<file path="config.mk">
export PLATFORM = sky130hd
export DESIGN_NAME = rtp_audio_level_extension_parser
export DESIGN_NICKNAME = d
export VERILOG_FILES = /design/src/sv/rtpal_pkg.sv /design/src/sv/rtp_audio_level_extension_parser.sv
export VERILOG_INCLUDE_DIRS = /design/src /design/src/sv
export SDC_FILE = /design/constraint.sdc
export NUM_CORES = 1
export LEC_CHECK = 0
export BUFFER_PORTS_ARGS = -buffer_cell sky130_fd_sc_hd__buf_4
export CAP_MARGIN = 0
export CORE_MARGIN = 8
export CORE_UTILIZATION = 28
export DETAILED_ROUTE_END_ITERATION = 6
export GPL_TIMING_DRIVEN = 0
export HOLD_SLACK_MARGIN = 0.1
export PLACE_DENSITY = 0.51
export SLEW_MARGIN = 0
export SYNTH_ARGS = -nofsm -noshare
export SYNTH_HDL_FRONTEND = slang
export SYNTH_SLANG_ARGS = --single-unit
</file>
<file path="constraint.sdc">
create_clock -name clock -period 10.1 [get_ports clock]
set_input_delay 3.03 -clock clock [delete_from_list [all_inputs] [get_ports clock]]
set_output_delay 3.03 -clock clock [all_outputs]
set_load 0.03 [all_outputs]
</file>
<file path="src/sv/rtp_audio_level_extension_parser_macros.svh">
// Assertion macros for the RTP audio-level extension parser.
// No dependencies. Bodies are empty when SYNTHESIS is defined.
`ifndef RTP_AUDIO_LEVEL_EXTENSION_PARSER_MACROS_SVH
`define RTP_AUDIO_LEVEL_EXTENSION_PARSER_MACROS_SVH

`ifndef SYNTHESIS

// Same-cycle implication, disabled during reset.
`define RTPAL_ASSERT_NOW(label, clk, rst, ante, cons) \
   label: assert property (@(posedge clk) disable iff (rst) (ante) |-> (cons)) \
      else $error("rtpal assertion failed");

// Next-cycle implication, disabled during reset.
`define RTPAL_ASSERT_NEXT(label, clk, rst, ante, cons) \
   label: assert property (@(posedge clk) disable iff (rst) (ante) |=> (cons)) \
      else $error("rtpal assertion failed");

`else

`define RTPAL_ASSERT_NOW(label, clk, rst, ante, cons)
`define RTPAL_ASSERT_NEXT(label, clk, rst, ante, cons)

`endif

`endif

</file>
<file path="src/sv/rtpal_pkg.sv">
// Shared constants for the RTP audio-level extension parser.
// No dependencies.
package rtpal_pkg;

   localparam int unsigned MAX_PACKET_BYTES = 65535;

   localparam logic [15:0] BEDE_PROFILE = 16'hBEDE;
   localparam logic [3:0]  STOP_ID      = 4'd15;
   localparam logic [3:0]  PAD_ID       = 4'd0;
   localparam logic [3:0]  LEVEL_ID_RST = 4'd1;

   // Register indexes on the CSR port
   localparam logic REG_LEVEL_EXT_ID = 1'b0;

   localparam int unsigned CSR_ADDR_W = 3;
   localparam int unsigned CSR_DATA_W = 32;

endpackage

</file>
<file path="src/sv/rtp_audio_level_extension_parser.sv">
// RTP one-byte header extension parser that extracts the audio level.
// Depends on rtpal_pkg and rtp_audio_level_extension_parser_macros.svh.
//
//   channel | ports                          | direction | moves
//   --------+--------------------------------+-----------+---------------------------
//   req     | req_valid/req_ready            | in        | one packet byte per request
//   rsp     | rsp_valid/rsp_ready            | out       | one result per packet
//   csr     | csr_psel/penable/pwrite/paddr  | in/out    | level_ext_id register
//
// Throughput is one byte per cycle while no final byte is held; a request is
// registered in the input register and its result (final byte only) is then
// loaded from there into the result register, which drives rsp_valid.
// Reset is synchronous; the register file resets to ID 1.
// A final byte holds in the input register while an earlier result is still
// unclaimed; all other bytes advance regardless of rsp_ready.
`include "rtp_audio_level_extension_parser_macros.svh"

module rtp_audio_level_extension_parser #(
   parameter int unsigned MAX_PACKET_BYTES = rtpal_pkg::MAX_PACKET_BYTES
) (
   input  logic                                clock,
   input  logic                                reset,
   // request channel
   input  logic                                req_valid,
   output logic                                req_ready,
   input  logic [7:0]                          req_data_byte,
   input  logic                                req_last_byte,
   // response channel
   output logic                                rsp_valid,
   input  logic                                rsp_ready,
   output logic                                rsp_status,
   output logic [6:0]                          rsp_level_dbov,
   output logic                                rsp_level_updated,
   // CSR port
   input  logic                                csr_psel,
   input  logic                                csr_penable,
   input  logic                                csr_pwrite,
   input  logic [rtpal_pkg::CSR_ADDR_W-1:0]    csr_paddr,
   input  logic [rtpal_pkg::CSR_DATA_W-1:0]    csr_pwdata,
   output logic [rtpal_pkg::CSR_DATA_W-1:0]    csr_prdata,
   output logic                                csr_pready
);

   // Walk phase codes
   localparam logic [2:0] PH_HEADER    = 3'd0;
   localparam logic [2:0] PH_CSRC      = 3'd1;
   localparam logic [2:0] PH_EXTHDR    = 3'd2;
   localparam logic [2:0] PH_ELEM_ID   = 3'd3;
   localparam logic [2:0] PH_ELEM_DATA = 3'd4;
   localparam logic [2:0] PH_DONE      = 3'd5;

   localparam logic [15:0] MaxPos = 16'(MAX_PACKET_BYTES);

   // ------------------------------------------------------------------
   // CSR: one register, written in the APB access phase
   // ------------------------------------------------------------------
   logic [3:0] level_ext_id_ff, level_ext_id_in;
   logic       csr_wr;
   logic       csr_reg_sel;

   assign csr_pready  = 1'b1;
   assign csr_reg_sel = (csr_paddr[2] == rtpal_pkg::REG_LEVEL_EXT_ID);
   assign csr_wr      = csr_psel & csr_penable & csr_pwrite & csr_pready;

   always_comb begin
      level_ext_id_in = level_ext_id_ff;
      if (csr_wr && csr_reg_sel) begin
         level_ext_id_in = csr_pwdata[3:0];
      end
   end

   assign csr_prdata = csr_reg_sel ?
                       {{(rtpal_pkg::CSR_DATA_W-4){1'b0}}, level_ext_id_ff} :
                       '0;

   // ------------------------------------------------------------------
   // Input register
   // ------------------------------------------------------------------
   logic       s1_valid_ff, s1_valid_in;
   logic [7:0] s1_byte_ff, s1_byte_in;
   logic       s1_last_ff, s1_last_in;
   logic       s1_adv;
   logic       rsp_valid_ff, rsp_valid_in;

   // A final byte needs a free result register; any other byte just advances.
   assign s1_adv    = s1_valid_ff & (~s1_last_ff | ~rsp_valid_ff | rsp_ready);
   assign req_ready = ~s1_valid_ff | s1_adv;

   always_comb begin
      s1_valid_in = s1_valid_ff;
      s1_byte_in  = s1_byte_ff;
      s1_last_in  = s1_last_ff;
      if (req_valid && req_ready) begin
         s1_valid_in = 1'b1;
         s1_byte_in  = req_data_byte;
         s1_last_in  = req_last_byte;
      end else if (s1_adv) begin
         s1_valid_in = 1'b0;
      end
   end

   // ------------------------------------------------------------------
   // Packet state
   // ------------------------------------------------------------------
   logic [15:0] pos_ff, pos_in;
   logic [3:0]  csrc_ff, csrc_in;
   logic        has_ext_ff, has_ext_in;
   logic [15:0] profile_ff, profile_in;
   logic [15:0] ext_words_ff, ext_words_in;
   logic [2:0]  phase_ff, phase_in;
   logic [4:0]  left_ff, left_in;
   logic        match_ff, match_in;
   logic [6:0]  cand_ff, cand_in;
   logic        cand_valid_ff, cand_valid_in;
   logic [6:0]  committed_ff, committed_in;

   // Result register payload
   logic        rsp_status_ff, rsp_status_in;
   logic [6:0]  rsp_level_ff, rsp_level_in;
   logic        rsp_upd_ff, rsp_upd_in;

   // Boundaries of the current packet
   logic [6:0]  csrc_end;
   logic [18:0] area_end;
   logic [18:0] area_rem;
   logic [3:0]  elem_id;
   logic [3:0]  elem_len;
   logic        take;

   // Values after this byte, before end-of-packet clearing
   logic [15:0] pos_w;
   logic [3:0]  csrc_w;
   logic        has_ext_w;
   logic [15:0] profile_w;
   logic [15:0] ext_words_w;
   logic [2:0]  phase_w;
   logic [4:0]  left_w;
   logic        match_w;
   logic [6:0]  cand_w;
   logic        cand_valid_w;
   logic [6:0]  csrc_end_w;
   logic [18:0] need_w;
   logic        status_w;

   assign csrc_end = 7'd12 + {1'b0, csrc_ff, 2'b00};
   assign area_end = {12'd0, csrc_end} + 19'd4 + {1'b0, ext_words_ff, 2'b00};
   assign area_rem = area_end - {3'd0, pos_ff} - 19'd1;
   assign elem_id  = s1_byte_ff[7:4];
   assign elem_len = s1_byte_ff[3:0];
   assign take     = s1_adv & (pos_ff < MaxPos);

   // Walk one byte
   always_comb begin
      pos_w        = pos_ff;
      csrc_w       = csrc_ff;
      has_ext_w    = has_ext_ff;
      profile_w    = profile_ff;
      ext_words_w  = ext_words_ff;
      phase_w      = phase_ff;
      left_w       = left_ff;
      match_w      = match_ff;
      cand_w       = cand_ff;
      cand_valid_w = cand_valid_ff;
      if (take) begin
         pos_w = pos_ff + 16'd1;
         unique case (phase_ff)
            PH_HEADER: begin
               if (pos_ff == 16'd0) begin
                  csrc_w    = s1_byte_ff[3:0];
                  has_ext_w = s1_byte_ff[4];
               end
               if (pos_ff == 16'd11) begin
                  if (csrc_ff != 4'd0) begin
                     phase_w = PH_CSRC;
                  end else begin
                     phase_w = has_ext_ff ? PH_EXTHDR : PH_DONE;
                  end
               end
            end
            PH_CSRC: begin
               if (({1'b0, pos_ff} + 17'd1) >= {10'd0, csrc_end}) begin
                  phase_w = has_ext_ff ? PH_EXTHDR : PH_DONE;
               end
            end
            PH_EXTHDR: begin
               // csrc_end is word aligned, so the offset is the low two bits
               unique case (pos_ff[1:0])
                  2'd0: profile_w = {s1_byte_ff, 8'd0};
                  2'd1: profile_w = {profile_ff[15:8], s1_byte_ff};
                  2'd2: ext_words_w = {s1_byte_ff, 8'd0};
                  default: begin
                     ext_words_w = {ext_words_ff[15:8], s1_byte_ff};
                     phase_w = (profile_ff == rtpal_pkg::BEDE_PROFILE) ?
                               PH_ELEM_ID : PH_DONE;
                  end
               endcase
            end
            PH_ELEM_ID: begin
               priority if ({3'd0, pos_ff} >= area_end) begin
                  phase_w = PH_DONE;
               end else if (elem_id == rtpal_pkg::PAD_ID) begin
                  phase_w = PH_ELEM_ID;
               end else if (elem_id == rtpal_pkg::STOP_ID ||
                            area_rem < {14'd0, {1'b0, elem_len} + 5'd1}) begin
                  phase_w = PH_DONE;
               end else begin
                  match_w = (elem_id == level_ext_id_ff);
                  if (match_w && elem_len != 4'd0) begin
                     phase_w = PH_DONE;
                  end else begin
                     left_w  = {1'b0, elem_len} + 5'd1;
                     phase_w = PH_ELEM_DATA;
                  end
               end
            end
            PH_ELEM_DATA: begin
               if (match_ff) begin
                  cand_w       = s1_byte_ff[6:0];
                  cand_valid_w = 1'b1;
               end
               left_w = left_ff - 5'd1;
               if (left_w == 5'd0) begin
                  phase_w = PH_ELEM_ID;
               end
            end
            default: begin
               phase_w = phase_ff;
            end
         endcase
      end
   end

   // Length check against the header plus extension
   assign csrc_end_w = 7'd12 + {1'b0, csrc_w, 2'b00};
   assign need_w     = has_ext_w ?
                       ({12'd0, csrc_end_w} + 19'd4 + {1'b0, ext_words_w, 2'b00}) :
                       {12'd0, csrc_end_w};
   assign status_w   = ({3'd0, pos_w} < need_w);

   // Commit on the final byte, then clear the packet state
   always_comb begin
      pos_in        = pos_w;
      csrc_in       = csrc_w;
      has_ext_in    = has_ext_w;
      profile_in    = profile_w;
      ext_words_in  = ext_words_w;
      phase_in      = phase_w;
      left_in       = left_w;
      match_in      = match_w;
      cand_in       = cand_w;
      cand_valid_in = cand_valid_w;
      committed_in  = committed_ff;
      rsp_status_in = rsp_status_ff;
      rsp_level_in  = rsp_level_ff;
      rsp_upd_in    = rsp_upd_ff;
      rsp_valid_in  = rsp_valid_ff & ~rsp_ready;
      if (s1_adv && s1_last_ff) begin
         rsp_valid_in  = 1'b1;
         rsp_status_in = status_w;
         rsp_upd_in    = ~status_w & cand_valid_w;
         if (!status_w && cand_valid_w) begin
            committed_in = cand_w;
         end
         rsp_level_in  = committed_in;
         pos_in        = '0;
         csrc_in       = '0;
         has_ext_in    = 1'b0;
         profile_in    = '0;
         ext_words_in  = '0;
         phase_in      = PH_HEADER;
         left_in       = '0;
         match_in      = 1'b0;
         cand_in       = '0;
         cand_valid_in = 1'b0;
      end
   end

   always_ff @(posedge clock) begin
      if (reset) begin
         level_ext_id_ff <= rtpal_pkg::LEVEL_ID_RST;
         s1_valid_ff     <= 1'b0;
         rsp_valid_ff    <= 1'b0;
         pos_ff          <= '0;
         csrc_ff         <= '0;
         has_ext_ff      <= 1'b0;
         profile_ff      <= '0;
         ext_words_ff    <= '0;
         phase_ff        <= PH_HEADER;
         left_ff         <= '0;
         match_ff        <= 1'b0;
         cand_ff         <= '0;
         cand_valid_ff   <= 1'b0;
         committed_ff    <= '0;
      end else begin
         level_ext_id_ff <= level_ext_id_in;
         s1_valid_ff     <= s1_valid_in;
         rsp_valid_ff    <= rsp_valid_in;
         pos_ff          <= pos_in;
         csrc_ff         <= csrc_in;
         has_ext_ff      <= has_ext_in;
         profile_ff      <= profile_in;
         ext_words_ff    <= ext_words_in;
         phase_ff        <= phase_in;
         left_ff         <= left_in;
         match_ff        <= match_in;
         cand_ff         <= cand_in;
         cand_valid_ff   <= cand_valid_in;
         committed_ff    <= committed_in;
      end
   end

   // Payload registers: no reset needed
   always_ff @(posedge clock) begin
      s1_byte_ff    <= s1_byte_in;
      s1_last_ff    <= s1_last_in;
      rsp_status_ff <= rsp_status_in;
      rsp_level_ff  <= rsp_level_in;
      rsp_upd_ff    <= rsp_upd_in;
   end

   assign rsp_valid         = rsp_valid_ff;
   assign rsp_status        = rsp_status_ff;
   assign rsp_level_dbov    = rsp_level_ff;
   assign rsp_level_updated = rsp_upd_ff;

   // ------------------------------------------------------------------
   // Assertions
   // ------------------------------------------------------------------
   `RTPAL_ASSERT_NEXT(a_last_gives_rsp, clock, reset, s1_adv && s1_last_ff, rsp_valid_ff)
   `RTPAL_ASSERT_NEXT(a_last_clears_walk, clock, reset, s1_adv && s1_last_ff,
                      pos_ff == 16'd0 && phase_ff == PH_HEADER && !cand_valid_ff)
   `RTPAL_ASSERT_NOW(a_upd_only_ok, clock, reset, rsp_valid_ff, !(rsp_status_ff && rsp_upd_ff))
   `RTPAL_ASSERT_NOW(a_walk_needs_bede, clock, reset,
                     phase_ff == PH_ELEM_ID || phase_ff == PH_ELEM_DATA,
                     has_ext_ff && profile_ff == rtpal_pkg::BEDE_PROFILE)
   `RTPAL_ASSERT_NOW(a_stall_cause, clock, reset, !req_ready,
                     s1_valid_ff && s1_last_ff && rsp_valid_ff && !rsp_ready)

endmodule

</file>
==> parameters.txt <==
Parameter                              Value

Clock network
  Clock root buffer ... sky130_fd_sc_hd__clkbuf_16
  Setup Buffers After CTS ... 0
  Total CTS buffers ... 9
  Level count of the clock H-tree ... 3
  Maximum clock insertion buffer count ... 2
  Clock tree sinks ... approximately 100
  Skew-Pair Late Insertion Delay ... 360 ps
  Cts hold-fix bufs ... 0
  Clock tree from TritonCTS ... yes
  CTS clock-pin slew for the worst setup and hold paths ... ~80 ps
  Total of cells resized after clock tree synthesis ... 0

Worst setup path
  Classification of the worst setup path ... input pin to flip-flop
  Required time worst endpoint ... 10210 ps
  Setup slack, reg-to-reg ... roughly 2800 ps
  Type of element launching the critical path ... input pin
  Crit Reg-Reg Startpoint ... pos_ff[0]$_SDFF_PP0_
  Number of cell instances on the worst register-to-register path ... 30
  Crit path capture type ... flip-flop
  R2R Path End ... rsp_level_dbov[1]$_DFFE_PP_
  CP Data Arrival Time ... approximately 9100 ps
  Crit path max fanout ... 10

Placed design
  # port buffers ... 35
  Placed wire-length estimate after detailed placement ... between 15000 and 20000 um
  Worst setup slack before clock tree synthesis ... approximately 700 ps
  Final weighted congestion in routability-driven placement ... 0.889

Global routing
  Number of global-route vias before repair ... around 6700
  Largest net degree at the start of global routing ... 20
  Global-route wire length before repair ... between 30000 and 40000 um
  GRT Resource Usage Total ... 0.136
  Total grt overflow ... 0
  Initial antenna violation count ... 0

Logic synthesis
  Post-synth top area cell ... sky130_fd_sc_hd__dfxtp_1
  Top cells by area, synth ... sky130_fd_sc_hd__dfxtp_1 (21%), sky130_fd_sc_hd__ha_1 (13%), sky130_fd_sc_hd__edfxtp_1 (6.8%), sky130_fd_sc_hd__nor2_1 (5.2%), sky130_fd_sc_hd__xnor2_1 (5.0%)
  Flop and latch count out of synthesis ... a little over 100
  Post-synth top area share ... 0.209
  Synthesized area ... 7940 sq um
  Library cells used by synthesis ... a little over 80
  Number of enable flip-flop cells after synthesis ... 18
  Share of the yosys chip area belonging to registers ... 0.277
  Cells after synthesis ... ~960
  Warnings from Yosys ... 0
  Synth async-reset ratio ... 0
  Syn Area/Cell ... around 8.3 sq um
  Predominant post-synthesis flop cell ... sky130_fd_sc_hd__dfxtp_1

Timing
  Setup Skew ... ~11 ps
  Final number of max-transition violations ... 0
  Final critical-path share of the clock period ... 0.893
  Final worst path period need ... about 9000 ps
  Number of hold violations in the final report ... 0
  Unrepaired setup endpoints after global routing ... no
  Headroom to the max-slew limit ... 0.179
  Highest clock rate ... 111 MHz
  Pin slew with the least headroom to its limit ... approximately 1200 ps
  Final WS setup ... 1080 ps
  Endpoints failing setup ... 0
  Setup_tns ... 0 ps

Power
  Combinational Power Share ... 0.214
  Sw power ... around 310 uW
  Share of total power in the clock network ... 0.357
  LEAKAGE ... between 0.003 and 0.004 uW
  Cell Int Power ... 670 uW
  Sw Share ... 0.318
  Pwr per Cell Area ... roughly 110 nW/um^2
  Power share of the sequential group ... 0.429
  Peak VDD IR ... just over 0.1 mV

Die
  Site Rows ... a little over 60
  Die Area ... 34000 sq um
  Initial core utilization ... 0.285
  Placeable core region ... 27900 sq um
  Width of the chip ... ~180 um
  Die height ... about 180 um
  Num ports ... 95

Routing
  Drt first-iter violations ... 383
  Count of nets left with antenna violations after detail routing ... 0
  Total iterations of the first detailed-routing run ... 4
  Number of vias in the routed layout ... 6907
  Mean routed wirelength per cell ... around 16 um
  Via density per instance ... about 4.9
  DRC ... 0
  Wire length reported by the detailed router ... 23100 um

Min path
  Kind of path behind the tightest hold check ... flip-flop to flip-flop
  Capture endpoint of the worst hold path ... profile_ff[8]$_SDFFE_PP0P_
  Min-delay src ... profile_ff[8]$_SDFFE_PP0P_
  Worst Hold Path Cells ... 2

Layout
  Number of fill cells in the layout ... 2989
  Fin nets ... between 1000 and 1500
  Area Growth Syn to Fin ... 14.2%
  Antenna Cells ... 0
  Proportion of layout cells with a drive suffix above 1 ... 0.113

Status
  Result of the run ... completed

Job
  Max Cap Violations ... 0
routing by layer:
layer	share of wire	global-route usage	vias up
li1	-	-	3507
met1	0.47	0.175	3249
met2	0.47	0.228	123
met3	0.036	0.0209	28
met4	0.023	0.0461	0
met5	0	0	-
how the worst max path moves through the flow:
stage / startpoint / endpoint / slack (ps)
after floorplan: rsp_ready / rsp_level_dbov[2]$_DFFE_PP_ / 1770
after global placement: rsp_ready / rsp_level_dbov[1]$_DFFE_PP_ / 700
after detailed placement: rsp_ready / rsp_level_dbov[1]$_DFFE_PP_ / 690
after CTS: rsp_ready / rsp_level_dbov[1]$_DFFE_PP_ / 1080
after global routing: rsp_ready / rsp_level_dbov[3]$_DFFE_PP_ / 640
final: rsp_ready / rsp_level_dbov[1]$_DFFE_PP_ / 1080
sequential cells by signal (all words and copies together), names as in the netlist:
register	count
cand_ff	7
cand_valid_ff	1
committed_ff	7
csrc_ff	4
ext_words_ff	16
has_ext_ff	1
left_ff	5
level_ext_id_ff	4
match_ff	1
phase_ff	3
pos_ff	16
profile_ff	16
rsp_level_dbov	7
rsp_level_updated	1
rsp_status	1
rsp_valid	1
s1_byte_ff	8
s1_last_ff	1
s1_valid_ff	1
area by class of cell:
| class | count | area (sq um) | area share |
|---|---|---|---|
| well taps | 378 | 473 | 0.0521 |
| multi-input cells | 752 | 5200 | 0.574 |
| plain buffers | 74 | 404 | 0.0445 |
| clock buffers | 9 | 225 | 0.0248 |
| repair buffers | 35 | 263 | 0.0290 |
| inverters | 62 | 233 | 0.0257 |
| clock inverters | 7 | 67.6 | 0.00745 |
| flip-flops and latches | 101 | 2200 | 0.243 |
metrics by stage:
stage          std cells  instance area, sq um   util  hold slack (ps)  power, uW
6_report            1418                  9070  0.326              456        983
5_1_grt             1418                  9070  0.326              479       1030
4_1_cts             1418                  9070  0.326              459        998
3_5_place_dp        1402                  8780  0.315              445        642
3_3_place_gp        1402                  8780  0.315              447        641
2_1_floorplan        989                  8040      -              427        580
kinds of logic (layout without fill, tap and decap cells):
| group | Yosys count | in the layout | share of synthesized area |
|---|---|---|---|
| other | 2 | 29 | 0.000946 |
| AOI/OAI and AO/OA | 220 | 220 | 0.196 |
| adders and majority gates | 87 | 87 | 0.140 |
| xor gates and xnor gates | 57 | 57 | 0.0629 |
| buffers and inverters | 136 | 187 | 0.0802 |
| muxes | 19 | 19 | 0.0258 |
| DFF | 101 | 101 | 0.277 |
| and+or+nand+nor | 340 | 340 | 0.217 |
cell usage in the layout, fill, tap and decap left out, types with 15 or more instances in the layout:
cell type and instances:
sky130_fd_sc_hd__mux2i_1 16, sky130_fd_sc_hd__nand2_1 63, sky130_fd_sc_hd__edfxtp_1 18, sky130_fd_sc_hd__xnor2_1 45, sky130_fd_sc_hd__nor2_1 111, sky130_fd_sc_hd__dfxtp_1 83
sky130_fd_sc_hd__and2_1 22, sky130_fd_sc_hd__o21ai_0 42, sky130_fd_sc_hd__clkbuf_1 32, sky130_fd_sc_hd__ha_1 84, sky130_fd_sc_hd__nor3_1 17, sky130_fd_sc_hd__buf_4 64
sky130_fd_sc_hd__a21oi_1 56, sky130_fd_sc_hd__inv_1 62, sky130_fd_sc_hd__nor2b_1 15, sky130_fd_sc_hd__conb_1 29, sky130_fd_sc_hd__nand3_1 34
critical path, cell delays in order:
cell                       delay, ps
sky130_fd_sc_hd__buf_4            80
sky130_fd_sc_hd__nand3b_1        190
sky130_fd_sc_hd__nand3_1         140
sky130_fd_sc_hd__nor4_2          810
sky130_fd_sc_hd__mux2i_1         470
sky130_fd_sc_hd__ha_1            250
sky130_fd_sc_hd__xor2_1          100
sky130_fd_sc_hd__ha_1            330
sky130_fd_sc_hd__inv_1            60
sky130_fd_sc_hd__fa_1            420
sky130_fd_sc_hd__nor2b_1         150
sky130_fd_sc_hd__o21ai_0          90
sky130_fd_sc_hd__nand2b_1        110
sky130_fd_sc_hd__a21oi_1         120
sky130_fd_sc_hd__or3_1           380
sky130_fd_sc_hd__clkbuf_1        160
sky130_fd_sc_hd__nor3_1          230
sky130_fd_sc_hd__xnor2_1         160
sky130_fd_sc_hd__nand2_1         100
sky130_fd_sc_hd__ha_1            330
sky130_fd_sc_hd__nand4_1          90
sky130_fd_sc_hd__nor2_1          130
sky130_fd_sc_hd__o31ai_1          80
sky130_fd_sc_hd__a21oi_1         200
sky130_fd_sc_hd__o32ai_4         180
sky130_fd_sc_hd__nor2_1          350
sky130_fd_sc_hd__buf_2           290
sky130_fd_sc_hd__a21oi_1         100
cell usage after synthesis, drive strengths merged (4+ instances only):
library cell and n:
nor3 18, and2 23, or3 10, a32oi 4, inv 62, nand2 64
buf 41, a32o 5, nand4 13, a21oi 57, nand3 34, and3 7
o21ai 43, nor2b 15, nor4 11, o211ai 13, mux2i 16, ha 84
o21a 9, a211o 5, dfxtp 83, nor2 111, nand3b 5, clkbuf 33
nand2b 6, nor3b 8, nand4b 4, a22oi 13, o31ai 6, and4 4
xor2 12, a21o 11, a31oi 8, xnor2 45, a211oi 13, edfxtp 18
power by group through the flow:
stage          sequential [uW]  combinational, uW  clock [uW]
5_1_grt                    422                232         379
3_3_place_gp               431                210           0
2_1_floorplan              431                149           0
4_1_cts                    422                212         364
6_report                   422                210         351
3_5_place_dp               431                210           0
Note: power is estimated with default switching activity, not from simulation.
